--- config.mk ---
export PLATFORM = sky130hd
export DESIGN_NAME = serial_command_queue_with_retry_top
export DESIGN_NICKNAME = d
export VERILOG_FILES = /design/src/rtl/scqr_pkg.sv /design/src/rtl/scqr_fifo.sv /design/src/rtl/scqr_front.sv /design/src/rtl/scqr_back.sv /design/src/rtl/serial_command_queue_with_retry_top.sv
export VERILOG_INCLUDE_DIRS = /design/src /design/src/rtl
export SDC_FILE = /design/constraint.sdc
export NUM_CORES = 1
export LEC_CHECK = 0
export BUFFER_PORTS_ARGS = -buffer_cell sky130_fd_sc_hd__buf_2
export CAP_MARGIN = 5
export CORE_ASPECT_RATIO = 1.25
export CORE_MARGIN = 10
export CORE_UTILIZATION = 26
export CTS_CLUSTER_SIZE = 20
export DETAILED_ROUTE_END_ITERATION = 8
export SLEW_MARGIN = 20
export SYNTH_ARGS = -nofsm -noshare
export SYNTH_HDL_FRONTEND = slang
export SYNTH_SLANG_ARGS = --single-unit
export TNS_END_PERCENT = 20
--- constraint.sdc ---
create_clock -name clk_i -period 6.88 [get_ports clk_i]
set_clock_uncertainty 0.05 [all_clocks]
set_input_delay 0.344 -clock clk_i [delete_from_list [all_inputs] [get_ports clk_i]]
set_output_delay 0.344 -clock clk_i [all_outputs]
set_load 0.05 [all_outputs]
--- src/rtl/serial_command_queue_with_retry_top_defines.svh ---
// assertion macros for the serial command queue with retry
// used by serial_command_queue_with_retry_top, expects clk_i and rst_ni in scope
`ifndef SERIAL_COMMAND_QUEUE_WITH_RETRY_TOP_DEFINES_SVH
`define SERIAL_COMMAND_QUEUE_WITH_RETRY_TOP_DEFINES_SVH
`ifndef SYNTHESIS
`define SCQR_ASSERT(lbl, prop) \
  lbl: assert property (@(posedge clk_i) disable iff (!rst_ni) prop) \
    else $error("scqr assertion failed");
`define SCQR_ASSERT_NEXT(lbl, pre, post) \
  lbl: assert property (@(posedge clk_i) disable iff (!rst_ni) pre |=> post) \
    else $error("scqr assertion failed");
`else
`define SCQR_ASSERT(lbl, prop)
`define SCQR_ASSERT_NEXT(lbl, pre, post)
`endif
`endif

--- src/rtl/scqr_pkg.sv ---
// types and constants of the serial command queue with retry
// no dependencies
`default_nettype none
package scqr_pkg;
  localparam int unsigned QUEUE_DEPTH_DEF = 16;
  localparam int unsigned FRAME_BYTES     = 5;
  localparam int unsigned REPLY_LEN       = 5;
  localparam int unsigned CFG_IDX_W       = 3;
  localparam int unsigned CFG_DATA_W      = 14;
  localparam int unsigned LINK_DEPTH      = 2;

  localparam logic [7:0] FRAME_START  = 8'h02;
  localparam logic [7:0] REPLY_START  = 8'h82;
  localparam logic [7:0] STATUS_REPLY = 8'hc6;
  localparam logic [7:0] POWER_ODD    = 8'he0;

  localparam logic [9:0]  TX_DELAY_RST    = 10'd350;
  localparam logic [11:0] POLL_PERIOD_RST = 12'd1100;
  localparam logic [9:0]  REPLY_TO_RST    = 10'd500;
  localparam logic [2:0]  RETRY_LIM_RST   = 3'd3;
  localparam logic [13:0] OFFLINE_TO_RST  = 14'd10000;
  localparam logic [13:0] READY_DLY_RST   = 14'd10000;
  localparam logic [7:0]  STATUS_CODE_RST = 8'd0;

  typedef enum logic [CFG_IDX_W-1:0] {
    CFG_TX_DELAY    = 3'd0,
    CFG_POLL_PERIOD = 3'd1,
    CFG_REPLY_TO    = 3'd2,
    CFG_RETRY_LIM   = 3'd3,
    CFG_OFFLINE_TO  = 3'd4,
    CFG_READY_DLY   = 3'd5,
    CFG_STATUS_CODE = 3'd6
  } cfg_idx_e;

  typedef enum logic [1:0] {
    EVT_TICK    = 2'd0,
    EVT_ENQUEUE = 2'd1,
    EVT_TX_RDY  = 2'd2,
    EVT_RX_BYTE = 2'd3
  } evt_kind_e;

  typedef struct packed {
    logic [1:0] cmd;
    logic [7:0] command_code;
    logic       has_data;
    logic [7:0] command_data;
    logic [7:0] rx_byte;
  } in_item_t;

  typedef struct packed {
    logic       tx_valid;
    logic [7:0] tx_byte;
    logic       power_on;
    logic       device_ready;
    logic       offline;
    logic       awaiting_reply;
  } result_t;

  typedef struct packed {
    evt_kind_e  kind;
    logic [7:0] code;
    logic       has_data;
    logic [7:0] data;
    logic [7:0] rx_byte;
  } event_t;
endpackage
`default_nettype wire

--- src/rtl/scqr_fifo.sv ---
// small register fifo used on both sides of the engine
// no dependencies
`default_nettype none
module scqr_fifo #(
  parameter int unsigned WIDTH = 8,
  parameter int unsigned DEPTH = 2
) (
  input  wire logic                       clk_i,
  input  wire logic                       rst_ni,
  input  wire logic                       push_i,
  input  wire logic [WIDTH-1:0]           data_i,
  input  wire logic                       pop_i,
  output logic [WIDTH-1:0]                data_o,
  output logic                            full_o,
  output logic                            empty_o,
  output logic [$clog2(DEPTH+1)-1:0]      count_o
);
  localparam int unsigned PW = (DEPTH > 1) ? $clog2(DEPTH) : 1;
  localparam int unsigned CW = $clog2(DEPTH+1);

  logic [DEPTH-1:0][WIDTH-1:0] mem_q;
  logic [PW-1:0] wr_q, rd_q;
  logic [CW-1:0] cnt_q;
  logic do_push, do_pop;

  assign full_o  = (cnt_q == CW'(DEPTH));
  assign empty_o = (cnt_q == '0);
  assign count_o = cnt_q;
  assign do_push = push_i && !full_o;
  assign do_pop  = pop_i && !empty_o;
  assign data_o  = mem_q[rd_q];

  always_ff @(posedge clk_i or negedge rst_ni) begin
    if (!rst_ni) begin
      wr_q  <= '0;
      rd_q  <= '0;
      cnt_q <= '0;
    end else begin
      if (do_push) wr_q <= (wr_q == PW'(DEPTH-1)) ? '0 : wr_q + 1'b1;
      if (do_pop)  rd_q <= (rd_q == PW'(DEPTH-1)) ? '0 : rd_q + 1'b1;
      if (do_push && !do_pop) cnt_q <= cnt_q + 1'b1;
      else if (do_pop && !do_push) cnt_q <= cnt_q - 1'b1;
    end
  end

  always_ff @(posedge clk_i) begin
    if (do_push) mem_q[wr_q] <= data_i;
  end
endmodule
`default_nettype wire

--- src/rtl/scqr_front.sv ---
// front end: accepts input transactions, buffers and classifies them
// depends on scqr_pkg and scqr_fifo
`default_nettype none
module scqr_front (
  input  wire logic              clk_i,
  input  wire logic              rst_ni,
  input  wire logic              push,
  output logic                   full,
  input  wire scqr_pkg::in_item_t item_i,
  output logic                   evt_valid_o,
  output scqr_pkg::event_t       evt_o,
  input  wire logic              evt_pop_i
);
  import scqr_pkg::*;

  in_item_t head;
  logic     empty;
  logic [$clog2(LINK_DEPTH+1)-1:0] cnt;

  scqr_fifo #(.WIDTH($bits(in_item_t)), .DEPTH(LINK_DEPTH)) u_fifo (
    .clk_i, .rst_ni,
    .push_i(push), .data_i(item_i), .pop_i(evt_pop_i),
    .data_o(head), .full_o(full), .empty_o(empty), .count_o(cnt)
  );

  assign evt_valid_o = !empty && (cnt != '0);

  always_comb begin
    evt_o          = '0;
    evt_o.kind     = evt_kind_e'(head.cmd);
    evt_o.code     = head.command_code;
    evt_o.has_data = head.has_data;
    evt_o.data     = head.command_data;
    evt_o.rx_byte  = head.rx_byte;
  end
endmodule
`default_nettype wire

--- src/rtl/scqr_back.sv ---
// back end: frame ring, transmit, reply hunt, timers and configuration
// depends on scqr_pkg
`default_nettype none
module scqr_back #(
  parameter int unsigned QUEUE_DEPTH = scqr_pkg::QUEUE_DEPTH_DEF
) (
  input  wire logic                            clk_i,
  input  wire logic                            rst_ni,
  input  wire logic                            cfg_valid_i,
  input  wire logic [scqr_pkg::CFG_IDX_W-1:0]  cfg_index_i,
  input  wire logic [scqr_pkg::CFG_DATA_W-1:0] cfg_data_i,
  input  wire logic                            evt_valid_i,
  input  wire scqr_pkg::event_t                evt_i,
  output logic                                 evt_pop_o,
  input  wire logic                            out_full_i,
  output logic                                 out_push_o,
  output scqr_pkg::result_t                    result_o
);
  import scqr_pkg::*;

  localparam int unsigned IW = $clog2(QUEUE_DEPTH);
  typedef logic [IW-1:0] slot_t;

  function automatic slot_t nxt(slot_t s);
    return (s == IW'(QUEUE_DEPTH-1)) ? '0 : s + 1'b1;
  endfunction

  // configuration
  logic [9:0]  tx_delay_q, reply_to_q;
  logic [11:0] poll_q;
  logic [2:0]  retry_lim_q;
  logic [13:0] offline_q, ready_dly_q;
  logic [7:0]  status_q;

  always_ff @(posedge clk_i or negedge rst_ni) begin
    if (!rst_ni) begin
      tx_delay_q  <= TX_DELAY_RST;
      poll_q      <= POLL_PERIOD_RST;
      reply_to_q  <= REPLY_TO_RST;
      retry_lim_q <= RETRY_LIM_RST;
      offline_q   <= OFFLINE_TO_RST;
      ready_dly_q <= READY_DLY_RST;
      status_q    <= STATUS_CODE_RST;
    end else if (cfg_valid_i) begin
      unique case (cfg_index_i)
        CFG_TX_DELAY:    tx_delay_q  <= cfg_data_i[9:0];
        CFG_POLL_PERIOD: poll_q      <= cfg_data_i[11:0];
        CFG_REPLY_TO:    reply_to_q  <= cfg_data_i[9:0];
        CFG_RETRY_LIM:   retry_lim_q <= cfg_data_i[2:0];
        CFG_OFFLINE_TO:  offline_q   <= cfg_data_i;
        CFG_READY_DLY:   ready_dly_q <= cfg_data_i;
        CFG_STATUS_CODE: status_q    <= cfg_data_i[7:0];
        default: ;
      endcase
    end
  end

  // frame ring: code, data flag and byte 3 per slot, byte 4 is derived
  logic [QUEUE_DEPTH-1:0]       vld_q;
  logic [QUEUE_DEPTH-1:0][7:0]  code_q, b3_q;
  logic [QUEUE_DEPTH-1:0]       hd_q;

  slot_t ws_q, ss_q;
  logic [2:0] bi_q, ri_q;
  logic [REPLY_LEN-1:0][7:0] rb_q;
  logic [7:0] lc_q;
  logic f_rx_q, f_done_q, f_tx_q, f_pw_q, f_pst_q, f_rdy_q, f_off_q, en_tx_q, en_rx_q;
  logic [10:0] swc_q, rwc_q;
  logic [12:0] pc_q;
  logic [14:0] rc_q, sc_q;
  logic [2:0]  rty_q;

  slot_t ws_d, ss_d;
  logic [2:0] bi_d, ri_d;
  logic [REPLY_LEN-1:0][7:0] rb_d;
  logic [7:0] lc_d;
  logic f_rx_d, f_done_d, f_tx_d, f_pw_d, f_pst_d, f_rdy_d, f_off_d, en_tx_d, en_rx_d;
  logic [10:0] swc_d, rwc_d;
  logic [12:0] pc_d;
  logic [14:0] rc_d, sc_d;
  logic [2:0]  rty_d;
  logic wr_en, clr_all, hd_w, tx_v;
  slot_t wr_slot;
  logic [7:0] code_w, b3_w, tx_b;

  logic fire;
  assign fire       = evt_valid_i && !out_full_i;
  assign evt_pop_o  = fire;
  assign out_push_o = fire;

  // fields of the slot being sent
  logic       cur_v, cur_hd;
  logic [7:0] cur_code, cur_b3;
  logic [2:0] cur_len;
  assign cur_v    = vld_q[ss_q];
  assign cur_hd   = cur_v && hd_q[ss_q];
  assign cur_code = cur_v ? code_q[ss_q] : 8'h00;
  assign cur_b3   = cur_v ? b3_q[ss_q] : 8'h00;
  assign cur_len  = cur_hd ? 3'd5 : 3'd4;

  always_comb begin
    ws_d = ws_q; ss_d = ss_q; bi_d = bi_q; ri_d = ri_q; rb_d = rb_q; lc_d = lc_q;
    f_rx_d = f_rx_q; f_done_d = f_done_q; f_tx_d = f_tx_q; f_pw_d = f_pw_q;
    f_pst_d = f_pst_q; f_rdy_d = f_rdy_q; f_off_d = f_off_q;
    en_tx_d = en_tx_q; en_rx_d = en_rx_q;
    swc_d = swc_q; rwc_d = rwc_q; pc_d = pc_q; rc_d = rc_q; sc_d = sc_q; rty_d = rty_q;
    wr_en = 1'b0; clr_all = 1'b0; wr_slot = ws_q; code_w = 8'h00; hd_w = 1'b0;
    b3_w = 8'h00; tx_v = 1'b0; tx_b = 8'h00;

    unique case (evt_i.kind)
      EVT_ENQUEUE: begin
        wr_en = 1'b1; wr_slot = ws_d; code_w = evt_i.code; hd_w = evt_i.has_data;
        b3_w = evt_i.has_data ? evt_i.data : FRAME_START + evt_i.code;
        lc_d = evt_i.code;
        if (nxt(ws_d) != ss_d) ws_d = nxt(ws_d);
        if (!f_rx_d && !f_done_d) f_tx_d = 1'b1;
      end
      EVT_TX_RDY: begin
        if (en_tx_q) begin
          if (bi_q >= cur_len) begin
            rb_d = '0; f_rx_d = 1'b1; bi_d = '0; ri_d = '0; rwc_d = '0;
            en_tx_d = 1'b0; en_rx_d = 1'b1;
          end else begin
            tx_v = 1'b1;
            unique case (bi_q)
              3'd0:    tx_b = cur_v ? FRAME_START : 8'h00;
              3'd1:    tx_b = cur_code;
              3'd2:    tx_b = {7'd0, cur_hd};
              3'd3:    tx_b = cur_b3;
              default: tx_b = FRAME_START + cur_code + 8'h01 + cur_b3;
            endcase
            bi_d = bi_q + 3'd1;
          end
        end
      end
      EVT_RX_BYTE: begin
        if (en_rx_q) begin
          if (ri_q < 3'(REPLY_LEN)) rb_d[ri_q] = evt_i.rx_byte;
          if (f_rx_q && rb_d[0] == REPLY_START) begin
            ri_d = ri_q + 3'd1;
            if (ri_d >= 3'(REPLY_LEN)) begin
              f_done_d = 1'b1; f_rx_d = 1'b0; ri_d = '0; rty_d = '0; en_rx_d = 1'b0;
            end
          end
        end
      end
      default: begin
        // millisecond tick
        if (f_tx_d) begin
          if (swc_d > {1'b0, tx_delay_q}) begin
            f_tx_d = 1'b0; ri_d = '0; swc_d = '0; en_tx_d = 1'b1;
          end else begin
            swc_d = swc_d + 11'd1;
          end
          pc_d = '0;
        end else begin
          if (pc_d > {1'b0, poll_q}) begin
            pc_d = '0;
            wr_en = 1'b1; wr_slot = ws_d; code_w = status_q; hd_w = 1'b0;
            b3_w = FRAME_START + status_q; lc_d = status_q;
            if (nxt(ws_d) != ss_d) ws_d = nxt(ws_d);
            if (!f_rx_d && !f_done_d) f_tx_d = 1'b1;
          end else begin
            pc_d = pc_d + 13'd1;
          end
          if (!f_rdy_d && f_pst_d) begin
            if (rc_d > {1'b0, ready_dly_q}) begin
              f_rdy_d = 1'b1; rc_d = '0;
            end else begin
              rc_d = rc_d + 15'd1;
            end
          end else begin
            rc_d = '0;
          end
          swc_d = '0;
        end

        if (sc_d > {1'b0, offline_q}) begin
          // offline reinit: empty ring, then queue a status read in slot zero
          clr_all = 1'b1;
          f_rx_d = 1'b0; f_done_d = 1'b0; f_pw_d = 1'b0;
          f_pst_d = 1'b0; f_rdy_d = 1'b0; bi_d = '0; ss_d = '0; rwc_d = '0;
          wr_en = 1'b1; wr_slot = '0; code_w = status_q; hd_w = 1'b0;
          b3_w = FRAME_START + status_q; lc_d = status_q;
          ws_d = nxt('0);
          f_tx_d = 1'b1;
          f_off_d = 1'b1; sc_d = '0;
        end else begin
          sc_d = sc_d + 15'd1;
        end

        if (!f_rx_d && f_done_d) begin
          f_off_d = 1'b0; sc_d = '0;
          if (rb_d[1] == STATUS_REPLY && lc_d == status_q) begin
            if (rb_d[3][7]) begin
              f_pw_d = 1'b1;
              if (!f_pst_d && rb_d[3] != POWER_ODD) begin
                f_pst_d = 1'b1; f_rdy_d = 1'b0;
              end
            end else begin
              f_pw_d = 1'b0; f_pst_d = 1'b0; f_rdy_d = 1'b0;
            end
          end
          ss_d = nxt(ss_d);
          if (ss_d != ws_d) f_tx_d = 1'b1;
          f_done_d = 1'b0;
        end else if (f_rx_d) begin
          rwc_d = rwc_d + 11'd1;
          if (rwc_d > {1'b0, reply_to_q}) begin
            rwc_d = '0;
            rty_d = rty_d + 3'd1;
            if (rty_d >= retry_lim_q) begin
              rty_d = '0;
              if (ss_d == ws_d) begin
                f_rx_d = 1'b0; f_done_d = 1'b0;
              end else begin
                ss_d = nxt(ss_d);
                if (ss_d != ws_d) begin
                  f_tx_d = 1'b1; f_rx_d = 1'b0;
                end
              end
            end else begin
              f_tx_d = 1'b1; f_rx_d = 1'b0;
            end
          end
        end
      end
    endcase
  end

  always_comb begin
    result_o.tx_valid       = tx_v;
    result_o.tx_byte        = tx_b;
    result_o.power_on       = f_pw_d;
    result_o.device_ready   = f_rdy_d;
    result_o.offline        = f_off_d;
    result_o.awaiting_reply = f_rx_d;
  end

  always_ff @(posedge clk_i or negedge rst_ni) begin
    if (!rst_ni) begin
      vld_q <= '0;
      ws_q <= '0; ss_q <= '0; bi_q <= '0; ri_q <= '0; rb_q <= '0; lc_q <= '0;
      f_rx_q <= 1'b0; f_done_q <= 1'b0; f_tx_q <= 1'b0; f_pw_q <= 1'b0;
      f_pst_q <= 1'b0; f_rdy_q <= 1'b0; f_off_q <= 1'b0;
      en_tx_q <= 1'b0; en_rx_q <= 1'b0;
      swc_q <= '0; rwc_q <= '0; pc_q <= '0; rc_q <= '0; sc_q <= '0; rty_q <= '0;
    end else if (fire) begin
      if (clr_all) vld_q <= '0;
      if (wr_en) vld_q[wr_slot] <= 1'b1;
      ws_q <= ws_d; ss_q <= ss_d; bi_q <= bi_d; ri_q <= ri_d; rb_q <= rb_d; lc_q <= lc_d;
      f_rx_q <= f_rx_d; f_done_q <= f_done_d; f_tx_q <= f_tx_d; f_pw_q <= f_pw_d;
      f_pst_q <= f_pst_d; f_rdy_q <= f_rdy_d; f_off_q <= f_off_d;
      en_tx_q <= en_tx_d; en_rx_q <= en_rx_d;
      swc_q <= swc_d; rwc_q <= rwc_d; pc_q <= pc_d; rc_q <= rc_d; sc_q <= sc_d;
      rty_q <= rty_d;
    end
  end

  always_ff @(posedge clk_i) begin
    if (fire && wr_en) begin
      code_q[wr_slot] <= code_w;
      hd_q[wr_slot]   <= hd_w;
      b3_q[wr_slot]   <= b3_w;
    end
  end
endmodule
`default_nettype wire

--- src/rtl/serial_command_queue_with_retry_top.sv ---
// serial command queue with retry, top level
// depends on scqr_pkg, scqr_fifo, scqr_front, scqr_back and the defines header
`default_nettype none
`include "serial_command_queue_with_retry_top_defines.svh"
// usage
//  input channel: an event transaction (tick, enqueue, transmitter ready,
//  received byte) is taken when push is high and full is low
//  result channel: one result per event, oldest on result_o while empty is
//  low, taken when pop is high and empty is low
//  config channel: cfg_valid_i/cfg_ready_o with register index and data;
//  ready is always high, write only while the block is idle
//  path: an event waits in the input queue, the engine works on the queue head
//  and writes its result into the result queue, which drives result_o
//  throughput: one event per cycle while the result queue has room; the event
//  engine updates the ring pointers, counters and one frame slot per event
//  a two-entry queue separates front and engine, another separates engine
//  and result port, so a stalled reader backs up into full after 4 events
//  reset: all flags, counters and slot valid bits clear at once, registers
//  take their defaults; no clearing pass is needed
module serial_command_queue_with_retry_top #(
  parameter int unsigned QUEUE_DEPTH = scqr_pkg::QUEUE_DEPTH_DEF
) (
  input  wire logic                            clk_i,
  input  wire logic                            rst_ni,
  input  wire logic                            push,
  output logic                                 full,
  input  wire scqr_pkg::in_item_t              item_i,
  output logic                                 empty,
  input  wire logic                            pop,
  output scqr_pkg::result_t                    result_o,
  input  wire logic                            cfg_valid_i,
  output logic                                 cfg_ready_o,
  input  wire logic [scqr_pkg::CFG_IDX_W-1:0]  cfg_index_i,
  input  wire logic [scqr_pkg::CFG_DATA_W-1:0] cfg_data_i
);
  import scqr_pkg::*;

  logic    evt_valid, evt_pop, out_full, out_push;
  event_t  evt;
  result_t res;
  logic [$clog2(LINK_DEPTH+1)-1:0] out_cnt;

  // config writes are always accepted
  assign cfg_ready_o = 1'b1;

  // front: buffers and classifies events
  scqr_front u_front (
    .clk_i, .rst_ni, .push, .full, .item_i,
    .evt_valid_o(evt_valid), .evt_o(evt), .evt_pop_i(evt_pop)
  );

  // back: runs one event per cycle when the result queue has room
  scqr_back #(.QUEUE_DEPTH(QUEUE_DEPTH)) u_back (
    .clk_i, .rst_ni,
    .cfg_valid_i(cfg_valid_i && cfg_ready_o), .cfg_index_i, .cfg_data_i,
    .evt_valid_i(evt_valid), .evt_i(evt), .evt_pop_o(evt_pop),
    .out_full_i(out_full), .out_push_o(out_push), .result_o(res)
  );

  // result queue
  scqr_fifo #(.WIDTH($bits(result_t)), .DEPTH(LINK_DEPTH)) u_out (
    .clk_i, .rst_ni,
    .push_i(out_push), .data_i(res), .pop_i(pop),
    .data_o(result_o), .full_o(out_full), .empty_o(empty), .count_o(out_cnt)
  );

  // engine must drain an event whenever the result queue has room
  `SCQR_ASSERT(a_evt_drain, evt_valid && !out_full |-> evt_pop)
  // last result taken with nothing new coming leaves the port empty
  `SCQR_ASSERT_NEXT(a_out_empty, pop && !empty && out_cnt == 1 && !out_push, empty)
endmodule
`default_nettype wire

# Word level (Yosys, flattened, before mapping)
# Index checks and enable logic that the tools add are counted.
dict set report totals {
  reg_bits 586
  output_inout_bits 16
  word_cells 432
}
dict set report op_classes {
  n_addsub 23
  n_lt_le_gt_ge 20
  n_eq_ne 31
  mux 201
  bitwise_logic 7
  reduce_logical 74
}
# op count
set op_table {}
lappend op_table {{$bwmux 128} 2}
lappend op_table {{$mux 40} 6}
lappend op_table {{$mux 8} 20}
lappend op_table {{$mux 11} 9}
lappend op_table {{$mux 1} 82}
lappend op_table {{$mux 27} 3}
lappend op_table {{$pmux 40 s2} 1}
lappend op_table {{$mux 13} 5}
lappend op_table {{$bmux 8 s4} 2}
lappend op_table {{$mux 4} 16}
lappend op_table {{$mux 15} 4}
lappend op_table {{$bwmux 54} 1}
lappend op_table {{$mux 3} 17}
lappend op_table {{$mux 16} 3}
lappend op_table {{$pmux 8 s2} 3}
lappend op_table {{$bwmux 40} 1}
lappend op_table {{$demux 8 s4} 1}
lappend op_table {{$pmux 8 s4} 1}
lappend op_table {{$add 15x1->15 const B} 2}
lappend op_table {{$gt 15x14->1} 2}
lappend op_table {{$demux 27 s1} 1}
lappend op_table {{$bwmux 26} 1}
lappend op_table {{$add 2x8->8 const A} 3}
lappend op_table {{$demux 8 s3} 1}
lappend op_table {{other kinds (60)} 169}

# Logic depth before layout (Yosys ltp)
# Gate-level depths: netlist (run 1).
dict set report depth {
  depth_word 17
  depth_mapped 21
}

# Hierarchy
# A second synthesis (run 1) with hierarchy kept.
dict set report hier_totals {
  hier_cells 2013
  area_unflattened_um2 26791.9
}
# module instances cells_per_inst area_each_um2 seq_area_each_um2
set by_module_without_submodules {}
lappend by_module_without_submodules {scqr_back 1 1848 23357.4 13457.9}
lappend by_module_without_submodules {{scqr_fifo at u_front.u_fifo} 1 103 2244.7 1721.7}
lappend by_module_without_submodules {{scqr_fifo at u_out} 1 59 1168.6 880.8}
lappend by_module_without_submodules {serial_command_queue_with_retry_top 1 2 11.3 0.0}
lappend by_module_without_submodules {scqr_front 1 1 10.0 0.0}

# Worst setup path before layout (run 1)
# No wires, ideal clock.
dict set report synth_timing {
  path_kind {register -> register}
  startpoint {register u_back.offline_q[9]}
  endpoint {register u_back.rwc_q[2]}
  setup_ns 0.072
  arrival_time_ns 4.636
  required_ns 6.758
  slack_ns 2.122
  stages_incl_launch_ff 22
  path_cell_list {dfstp_2 -> inv_1 -> ha_1 -> and4b_1 -> nor2b_1 -> and3b_1 -> o21ai_0 -> clkbuf_1 -> buf_1 -> nor2_1 -> ha_1 -> a21o_1 -> a21oi_1 -> o21ai_0 -> a2111oi_0 -> o21ai_0 -> a211o_1 -> clkbuf_1 -> or3_1 -> a21oi_1 -> a21oi_1 -> nor2_1}
}
dict set report synth_between {
  elab_chain_cells 9
  word_cells_on_any_way 15
  cone_classes {add/sub (1); order compare (2); mux (10); reduce/logical (2)}
}
# item line_no
set synth_rtl {}
lappend synth_rtl {{start: declaration} scqr_back.sv:32} ;# logic [13:0] offline_q, ready_dly_q;
lappend synth_rtl {{start signal: assignment} scqr_back.sv:50} ;# CFG_OFFLINE_TO: offline_q <= cfg_data_i;
lappend synth_rtl {{$gt 15x14->1 (*)} scqr_back.sv:178} ;# if (sc_d > {1'b0, offline_q}) begin
lappend synth_rtl {{$mux 11} scqr_back.sv:178}
lappend synth_rtl {{$mux 11} scqr_back.sv:110} ;# unique case (evt_i.kind)
lappend synth_rtl {{$add 11x1->11} scqr_back.sv:208} ;# rwc_d = rwc_d + 11'd1;
lappend synth_rtl {{$gt 11x10->1} scqr_back.sv:209} ;# if (rwc_d > {1'b0, reply_to_q}) begin
lappend synth_rtl {{$mux 11} scqr_back.sv:209}
lappend synth_rtl {{$mux 11} scqr_back.sv:207} ;# end else if (f_rx_d) begin
lappend synth_rtl {{$mux 11 (*)} scqr_back.sv:192} ;# if (!f_rx_d && f_done_d) begin
lappend synth_rtl {{$pmux 11 s2 (*)} scqr_back.sv:110}
lappend synth_rtl {{end signal: assignment} scqr_back.sv:247} ;# swc_q <= '0; rwc_q <= '0; pc_q <= '0; rc_q <= '0; sc_q <= '0; rty_q <= '0;
lappend synth_rtl {{end signal: assignment} scqr_back.sv:255} ;# swc_q <= swc_d; rwc_q <= rwc_d; pc_q <= pc_d; rc_q <= rc_d; sc_q <= sc_d;
lappend synth_rtl {{end: declaration} scqr_back.sv:68} ;# logic [10:0] swc_q, rwc_q;
# Every way passes the cells marked *; elsewhere a longest branch is shown, timed or not. The select of a mux whose other input is x is not followed.
# A chain may end at the register's enable or synchronous reset.

==> flow_summary.ini, run 1 <==
[grt]
antenna_found_initial = 10
grt_pass1_vias = 16845
grt.total_usage_pct = 11.33
grt_max_degree = 125
grt_pass1_wl_mm = 102.5
overflow = 0

[die]
start_util_pct = 26.10
dieArea_um2 = 115400
core_um2 = 101800
die_h_um = 377.4
ios = 65
die_w_um = 305.9
rows = 131

[placement]
gp_congestion = 0.7949
portBuffers = 63
placedCellCount = 3364
dpl.hpwl_mm = 43.26
placed_cell_area_um2 = 28700

[critical_path]
rrSetupSlack_ns = 1.85
worst-setup-path-type = register to register
required_ns = 7.27
worstReg2RegEnd = u_out.mem_q[24]$_DFFE_PP_
reg2regPathDepth = 15
rr_startpoint = u_back.ss_q[0]$_DFFE_PN0P_
crit_buf_inv = 1
cp_cell_sequence = buf_4 -> mux4_2 -> mux4_2 -> nor2b_1 -> ha_1 -> ha_1 -> a21o_1 -> a21oi_1 -> o21bai_1 -> a21oi_1 -> xnor2_1 -> nor2_1 -> nand2_1 -> a21o_1 -> a21oi_1
cp.arrival_ns = 5.41
cp-start-kind = register
path_common_cell = a21oi_1
critPathMaxStageDelay_ns = 0.92
path_max_fanout = 38
critPathTopFamily = compound AO/OA/AOI/OAI gates
crit_slowest_cell = dfrtp_4
cp-end-kind = register

[yosys]
ys_seq_elements = 570
synth_nets = 2158
netlist_area_um2 = 26570
synth_edf_count = 352
yosysWarningCount = 0
synthArstFlopShare_pct = 38.25
netlist_instances = 2009
synth_top_area_share_pct = 39.79
yosys.area.top_type = edfxtp_1
postSynthAreaPerCell_um2 = 13.22
synth_area_leaders = edfxtp_1 40%, dfrtp_1 18%, mux4_2 7.5%
yosysUniqueCellTypes = 79
seq_area_frac_synth_pct = 60.45
yosys_most_used_dff = edfxtp_1

[finish]
finalInstanceArea_um2 = 30980
fillCellCount = 10104
layout-drive-gt1-share_pct = 17.94
seq_area_um2 = 16070
final_cells = 3515
final_common_cell = edfxtp_1
area_delta_synth_final_pct = 16.61
layout_common_cells = 352 x edfxtp_1, 188 x dfrtp_1, 186 x nand2_1
nets = 2281
multi_input_area_um2 = 9945

[routing]
route.detailed.wl_per_inst_um = 18.77
routed_wl_mm = 65.99
drc = 0
vias_per_cell = 4.705
ant_nets = 0
vias = 16539
first_pass_iters = 5
drt_iter0_drc = 1148

[cts]
cts-buffers-inserted = 55
cts_sinks = 570
clock_latency_ns = 0.63
htree_levels = 2
clockBufferDepth = 3
cts_root_buffer = clkbuf_16
postCtsSetupRepairBufs = 0
cts_resized = 0
clkSlewWorstSetupHoldPaths_ns = 0.06
cts_tree = built
hold_buffers = 41

[timing]
whs_ns = 0.03336
min_period_over_period_pct = 73.04
max_slew_margin_pct = 27.44
timing.fmax_mhz = 199.0
maxSlewViolCount = 0
finalHoldViolCount = 0
tightest_slew_ns = 1.088
setup_viol = 0
finalWorstPathRequiredPeriod_ns = 5.025
setup_tns_ns = 0
grt_setup_unrepaired = false

[worst_hold_path]
min_to = u_front.u_fifo.wr_q$_DFFE_PN0P_
min_path_type = input port to register
min_from = push
min_path_cells = 3

[power_and_ir_drop]
p_leak_nw = 11.84
vdd_drop_max_mv = 0.2050
pwr_density_cell_nw_per_um2 = 383.8

[run_status]
status = complete, no violations

[job]
max_cap_viol_count = 0
## logic make-up after synthesis
group / after synthesis / share of synthesized area [%]
DFF: 570 / 60.45
and+or+nand+nor: 528 / 9.636
AOI/OAI and AO/OA: 393 / 9.481
buffers and inverters: 183 / 2.666
muxes: 163 / 10.62
adders and majority gates: 100 / 4.738
xor gates and xnor gates: 71 / 2.397
other: 1 / 0.01412
## state kept, by name, indices dropped and copies added (netlist names), 10 cells and up
name,cells
u_back.reply_to_q,10
u_back.sc_q,15
u_back.vld_q,16
u_back.rwc_q,11
u_back.ready_dly_q,14
u_back.rb_q,24
u_back.rc_q,15
u_front.u_fifo.mem_q,54
u_back.swc_q,11
u_back.hd_q,16
u_out.mem_q,26
u_back.b3_q,128
u_back.pc_q,13
u_back.code_q,128
u_back.poll_q,12
u_back.tx_delay_q,10
u_back.offline_q,14
## cell type report
cell class	count	share of cell area (%)
Clock inverter	32	0.9895
Multi-Input combinational cell	1256	32.10
Clock buffer	72	4.988
Tap cell	1330	5.372
Sequential cell	570	51.86
Timing Repair Buffer	143	3.360
Antenna cell	6	0.04847
Inverter	106	1.284
## Yosys cell counts, drive strengths merged (11+ instances only)
| cell type | instances |
|---|---|
| clkbuf | 57 |
| a22o | 27 |
| nor2 | 113 |
| mux2 | 57 |
| and3 | 33 |
| nand2b | 24 |
| dfrtp | 190 |
| buf | 20 |
| o21a | 13 |
| o21ai | 155 |
| a22oi | 27 |
| a21oi | 62 |
| xnor2 | 41 |
| ha | 99 |
| nor2b | 24 |
| nand3b | 11 |
| inv | 105 |
| edfxtp | 352 |
| nand2 | 186 |
| mux2i | 17 |
| mux4 | 89 |
| nand3 | 53 |
| dfstp | 28 |
| nand4 | 11 |
| xor2 | 29 |
| nor3 | 24 |
| a21o | 33 |
## metal layers
metal	vias to the layer above	global-route usage (%)	wire, um
met4	4	3.287	1470
li1	7771	-	-
met3	98	1.898	2733
met2	330	20.22	33800
met1	8336	13.88	27970
met5	-	0	27
## report_power, final
part / internal (W) / switching, W / total [W]
clock: 0.00178 / 0.00134 / 0.00312
sequential: 0.00435 / 0.000398 / 0.00474
combinational: 0.00160 / 0.00243 / 0.00403
total: 0.00772 / 0.00417 / 0.0119
## worst min-delay path: cells and delay by family
| kind | cells | cell delay, ns |
|---|---|---|
| and+or+nand+nor | 1 | 0.13 |
| buffers and inverters | 1 | 0.10 |
| xor gates and xnor gates | 1 | 0.08 |
## metrics by stage
step	utilization [%]	power (W)	worst slack [ns]
after floorplan	-	0.007621	2.122
after global placement	28.20	0.008816	1.769
after detailed placement	28.20	0.008864	1.828
after CTS	30.42	0.01203	1.743
after global routing	30.43	0.01262	1.443
final	30.44	0.01189	1.855
## how the worst max path moves through the flow
stage | from | endpoint | slack, ns | depth (start not counted)
CTS | u_back.ss_q[0]$_DFFE_PN0P_ | u_out.mem_q[11]$_DFFE_PP_ | 1.74 | 15
floorplan | u_back.offline_q[9]$_DFFE_PN1P_ | u_back.rwc_q[2]$_DFFE_PN0P_ | 2.12 | 21
detailed placement | u_back.ss_q[0]$_DFFE_PN0P_ | u_out.mem_q[24]$_DFFE_PP_ | 1.83 | 15
global route | u_back.ss_q[0]$_DFFE_PN0P_ | u_out.mem_q[11]$_DFFE_PP_ | 1.44 | 15
finish | u_back.ss_q[0]$_DFFE_PN0P_ | u_out.mem_q[24]$_DFFE_PP_ | 1.85 | 15
global placement | u_back.ss_q[0]$_DFFE_PN0P_ | u_out.mem_q[11]$_DFFE_PP_ | 1.77 | 15
Power figures use the tool's default switching activity.
==> run 2: changes to the inputs <==
--- a/config.mk
+++ b/config.mk
@@ -6,6 +6,7 @@
 export SDC_FILE = /design/constraint.sdc
 export NUM_CORES = 1
 export LEC_CHECK = 0
+export ABC_AREA = 1
 export BUFFER_PORTS_ARGS = -buffer_cell sky130_fd_sc_hd__buf_2
 export CAP_MARGIN = 5
 export CORE_ASPECT_RATIO = 1.25
==> constraint.sdc (replaced) <==
create_clock -name clk_i -period 4.9 [get_ports clk_i]
set_clock_uncertainty 0.05 [all_clocks]
set_input_delay 0.245 -clock clk_i [delete_from_list [all_inputs] [get_ports clk_i]]
set_output_delay 0.245 -clock clk_i [all_outputs]
set_load 0.05 [all_outputs]
==> run 2 against run 1 <==
Against the previous run:
- critical path depth up 15
- clock power up 53%
- design area up 4.4%
- sequential power up 39%
- count of clock-buffer cells in the layout up 1
- routed wire length up 12%
- core utilization up 0.26 points
- critical endpoint is now u_back.rty_q[0]$_DFFE_PN0P_
==> flow_summary.ini, run 2 <==
[placement]
place_ws_ns = 0.6527
portBuffers = 63
dpl.hpwl_mm = 49.41
gp_congestion = 0.8744

[critical_path]
crit_slowest_cell = dfstp_2
required_ns = 5.42
cp-end-kind = register
path_common_cell = nand2_1
crit_buf_inv = 4
critPathTopFamily = simple AND/OR/NAND/NOR gates
worst-setup-path-type = register to register
critPathMaxStageDelay_ns = 0.52
cp.arrival_ns = 4.79
path_max_fanout = 14
cp-start-kind = register

[timing]
maxSlewViolCount = 0
grt_setup_unrepaired = false
setup_tns_ns = 0
finalHoldViolCount = 0
setup_slack_ns = 0.6302
tightest_slew_ns = 1.082
min_period_over_period_pct = 87.14
setup_viol = 0
finalWorstPathRequiredPeriod_ns = 4.270
max_slew_margin_pct = 27.58
timing.fmax_mhz = 234.2

[die]
ios = 65
core_um2 = 105300
start_util_pct = 26.22
die_h_um = 384.4
rows = 133
dieArea_um2 = 119800
die_w_um = 311.5

[cts]
clockBufferDepth = 3
clkSlewWorstSetupHoldPaths_ns = 0.07
cts-buffers-inserted = 60
cts_sinks = 570
postCtsSetupRepairBufs = 0
cts_root_buffer = clkbuf_16
cts_tree = built
clock_latency_ns = 0.65
htree_levels = 2

[grt]
met3_usage_pct = 1.509
grt_pass1_vias = 20241
grt_max_degree = 100
busiest_layer = met2
use_met1_pct = 14.25
met2_usage_pct = 21.82
grt.total_usage_pct = 11.98
overflow = 0
antenna_found_initial = 5
grt_pass1_wl_mm = 115.6

[yosys]
postSynthAreaPerCell_um2 = 9.743
yosysWarningCount = 0
synth_nets = 2984
synth_most_common_cell = nand2_1
seq_area_frac_synth_pct = 58.15
synth_top_area_share_pct = 38.27
ys_seq_elements = 570
yosys.area.top_type = edfxtp_1
synth_edf_count = 352
yosys_most_used_dff = edfxtp_1
netlist_instances = 2835
synth_top_cells_by_count = 476 x nand2_1, 355 x o21ai_0, 352 x edfxtp_1, 328 x inv_1, 303 x nor2_1
synthArstFlopShare_pct = 38.25
synth_area_leaders = edfxtp_1 38%, dfrtp_1 17%, nand2_1 6.5%
yosysUniqueCellTypes = 63
netlist_area_um2 = 27620

[power_and_ir_drop]
pwr_density_cell_nw_per_um2 = 594.7
p_leak_nw = 13.13
vdd_drop_max_mv = 0.3575

[routing]
ant_nets = 0
drc = 0
routed_wl_mm = 73.91
route.detailed.wl_per_inst_um = 16.69
first_pass_iters = 5
vias_per_cell = 4.641
vias = 20544
drt_iter0_drc = 1417

[finish]
seq_area_um2 = 16070
largestRegisters = u_back.b3_q x128, u_back.code_q x128, u_front.u_fifo.mem_q x54
area_delta_synth_final_pct = 17.08
layout_common_cells = 476 x nand2_1, 355 x o21ai_0, 352 x edfxtp_1
multi_input_area_um2 = 9832
final_common_cell = nand2_1
fillCellCount = 10783
nets = 3108
layout-drive-gt1-share_pct = 12.20

[job]
max_cap_viol_count = 0

[worst_hold_path]
min_path_type = input port to register

[run_status]
status = complete, no violations
[run 2: cell count changes after synthesis, sizes merged, moves of 30 or more]
cell | before | now
nor2 | 113 | 313
inv | 105 | 339
xnor2 | 41 | 11
nand2 | 186 | 496
mux4 | 89 | 0
a21o | 33 | 1
mux2 | 57 | 0
o21ai | 155 | 379
nand3 | 53 | 120
o22ai | 9 | 102
and3 | 33 | 2
[run 2: area by class of cell]
type	count	share of cell area (%)
tap	1417	5.482
clock buffer	73	4.856
antenna	1	0.007738
timing repair buffer	173	3.946
inverter	346	4.024
clock inverter	39	1.602
multi-input combinational	1808	30.40
sequential	570	49.68
[run 2: routing by layer]
metal,wire length (um),share of wire (%)
met1,30310,41
met5,0,0
met2,37710,51
met4,2606,3.5
met3,3278,4.4
[run 2: logic make-up after synthesis]
| logic type | share of synthesized area (%) |
|---|---|
| compound gates | 13.13 |
| xor+xnor | 1.681 |
| fa+ha+maj | 4.557 |
| buf+inv | 6.582 |
| flops | 58.15 |
| mux | 0.03624 |
| other cells | 0.01358 |
| simple gates | 15.85 |
[run 2: worst register-to-register path: cells and delay by family, from the launching register on]
family                   cells  cell delay [ns]
AO/OA/AOI/OAI                4             0.38
XOR/XNOR                     1             0.20
adder cells (fa/ha/maj)      2             0.57
buffers and inverters        4             0.28
flip-flops                   1             0.52
AND/OR/NAND/NOR             19             2.19
[run 2: per-stage QoR]
step | util, % | total power (W) | hold WS [ns] | instance area (um^2) | instances
3_5_place_dp | 28.35 | 0.01452 | 0.2970 | 29870 | 4279
2_1_floorplan | - | 0.01207 | -0.1006 | 27620 | 2835
3_3_place_gp | 28.35 | 0.01444 | 0.3079 | 29870 | 4279
6_report | 30.70 | 0.01923 | 0.05258 | 32340 | 4427
5_1_grt | 30.70 | 0.02056 | 0.04625 | 32340 | 4427
4_1_cts | 30.67 | 0.01936 | 0.03063 | 32300 | 4426
[run 2: report_power, final]
group | switching, W | internal, W | leakage [nW] | total [W]
clock | 0.00195 | 0.00282 | 1.02 | 0.00477
sequential | 0.000397 | 0.00620 | 6.05 | 0.00660
combinational | 0.00543 | 0.00243 | 6.06 | 0.00786
[run 2: final timing paths]
kind                                                   start                           endpoint  slack [ns]  cells after the start
max                         u_back.offline_q[10]$_DFFE_PN1P_        u_back.rty_q[0]$_DFFE_PN0P_        0.63                     30
min                                            cfg_data_i[9]   u_back.reply_to_q[9]$_DFFE_PN0P_        0.05                      3
max reg2reg                 u_back.offline_q[10]$_DFFE_PN1P_        u_back.rty_q[0]$_DFFE_PN0P_        0.63                     30
min reg2reg                u_back.ready_dly_q[1]$_DFFE_PN0P_  u_back.ready_dly_q[1]$_DFFE_PN0P_        0.43                      2
max in group asynchronous                             rst_ni        u_back.rc_q[11]$_DFFE_PN0P_        3.38                      3
min in group asynchronous                             rst_ni        u_back.rb_q[28]$_DFFE_PN0P_        0.13                      2
[run 2: repair_timing]
item,CTS,global route
endpoints found under the hold margin,154,0
hold buffers,35,0
gates resized for setup,0,0
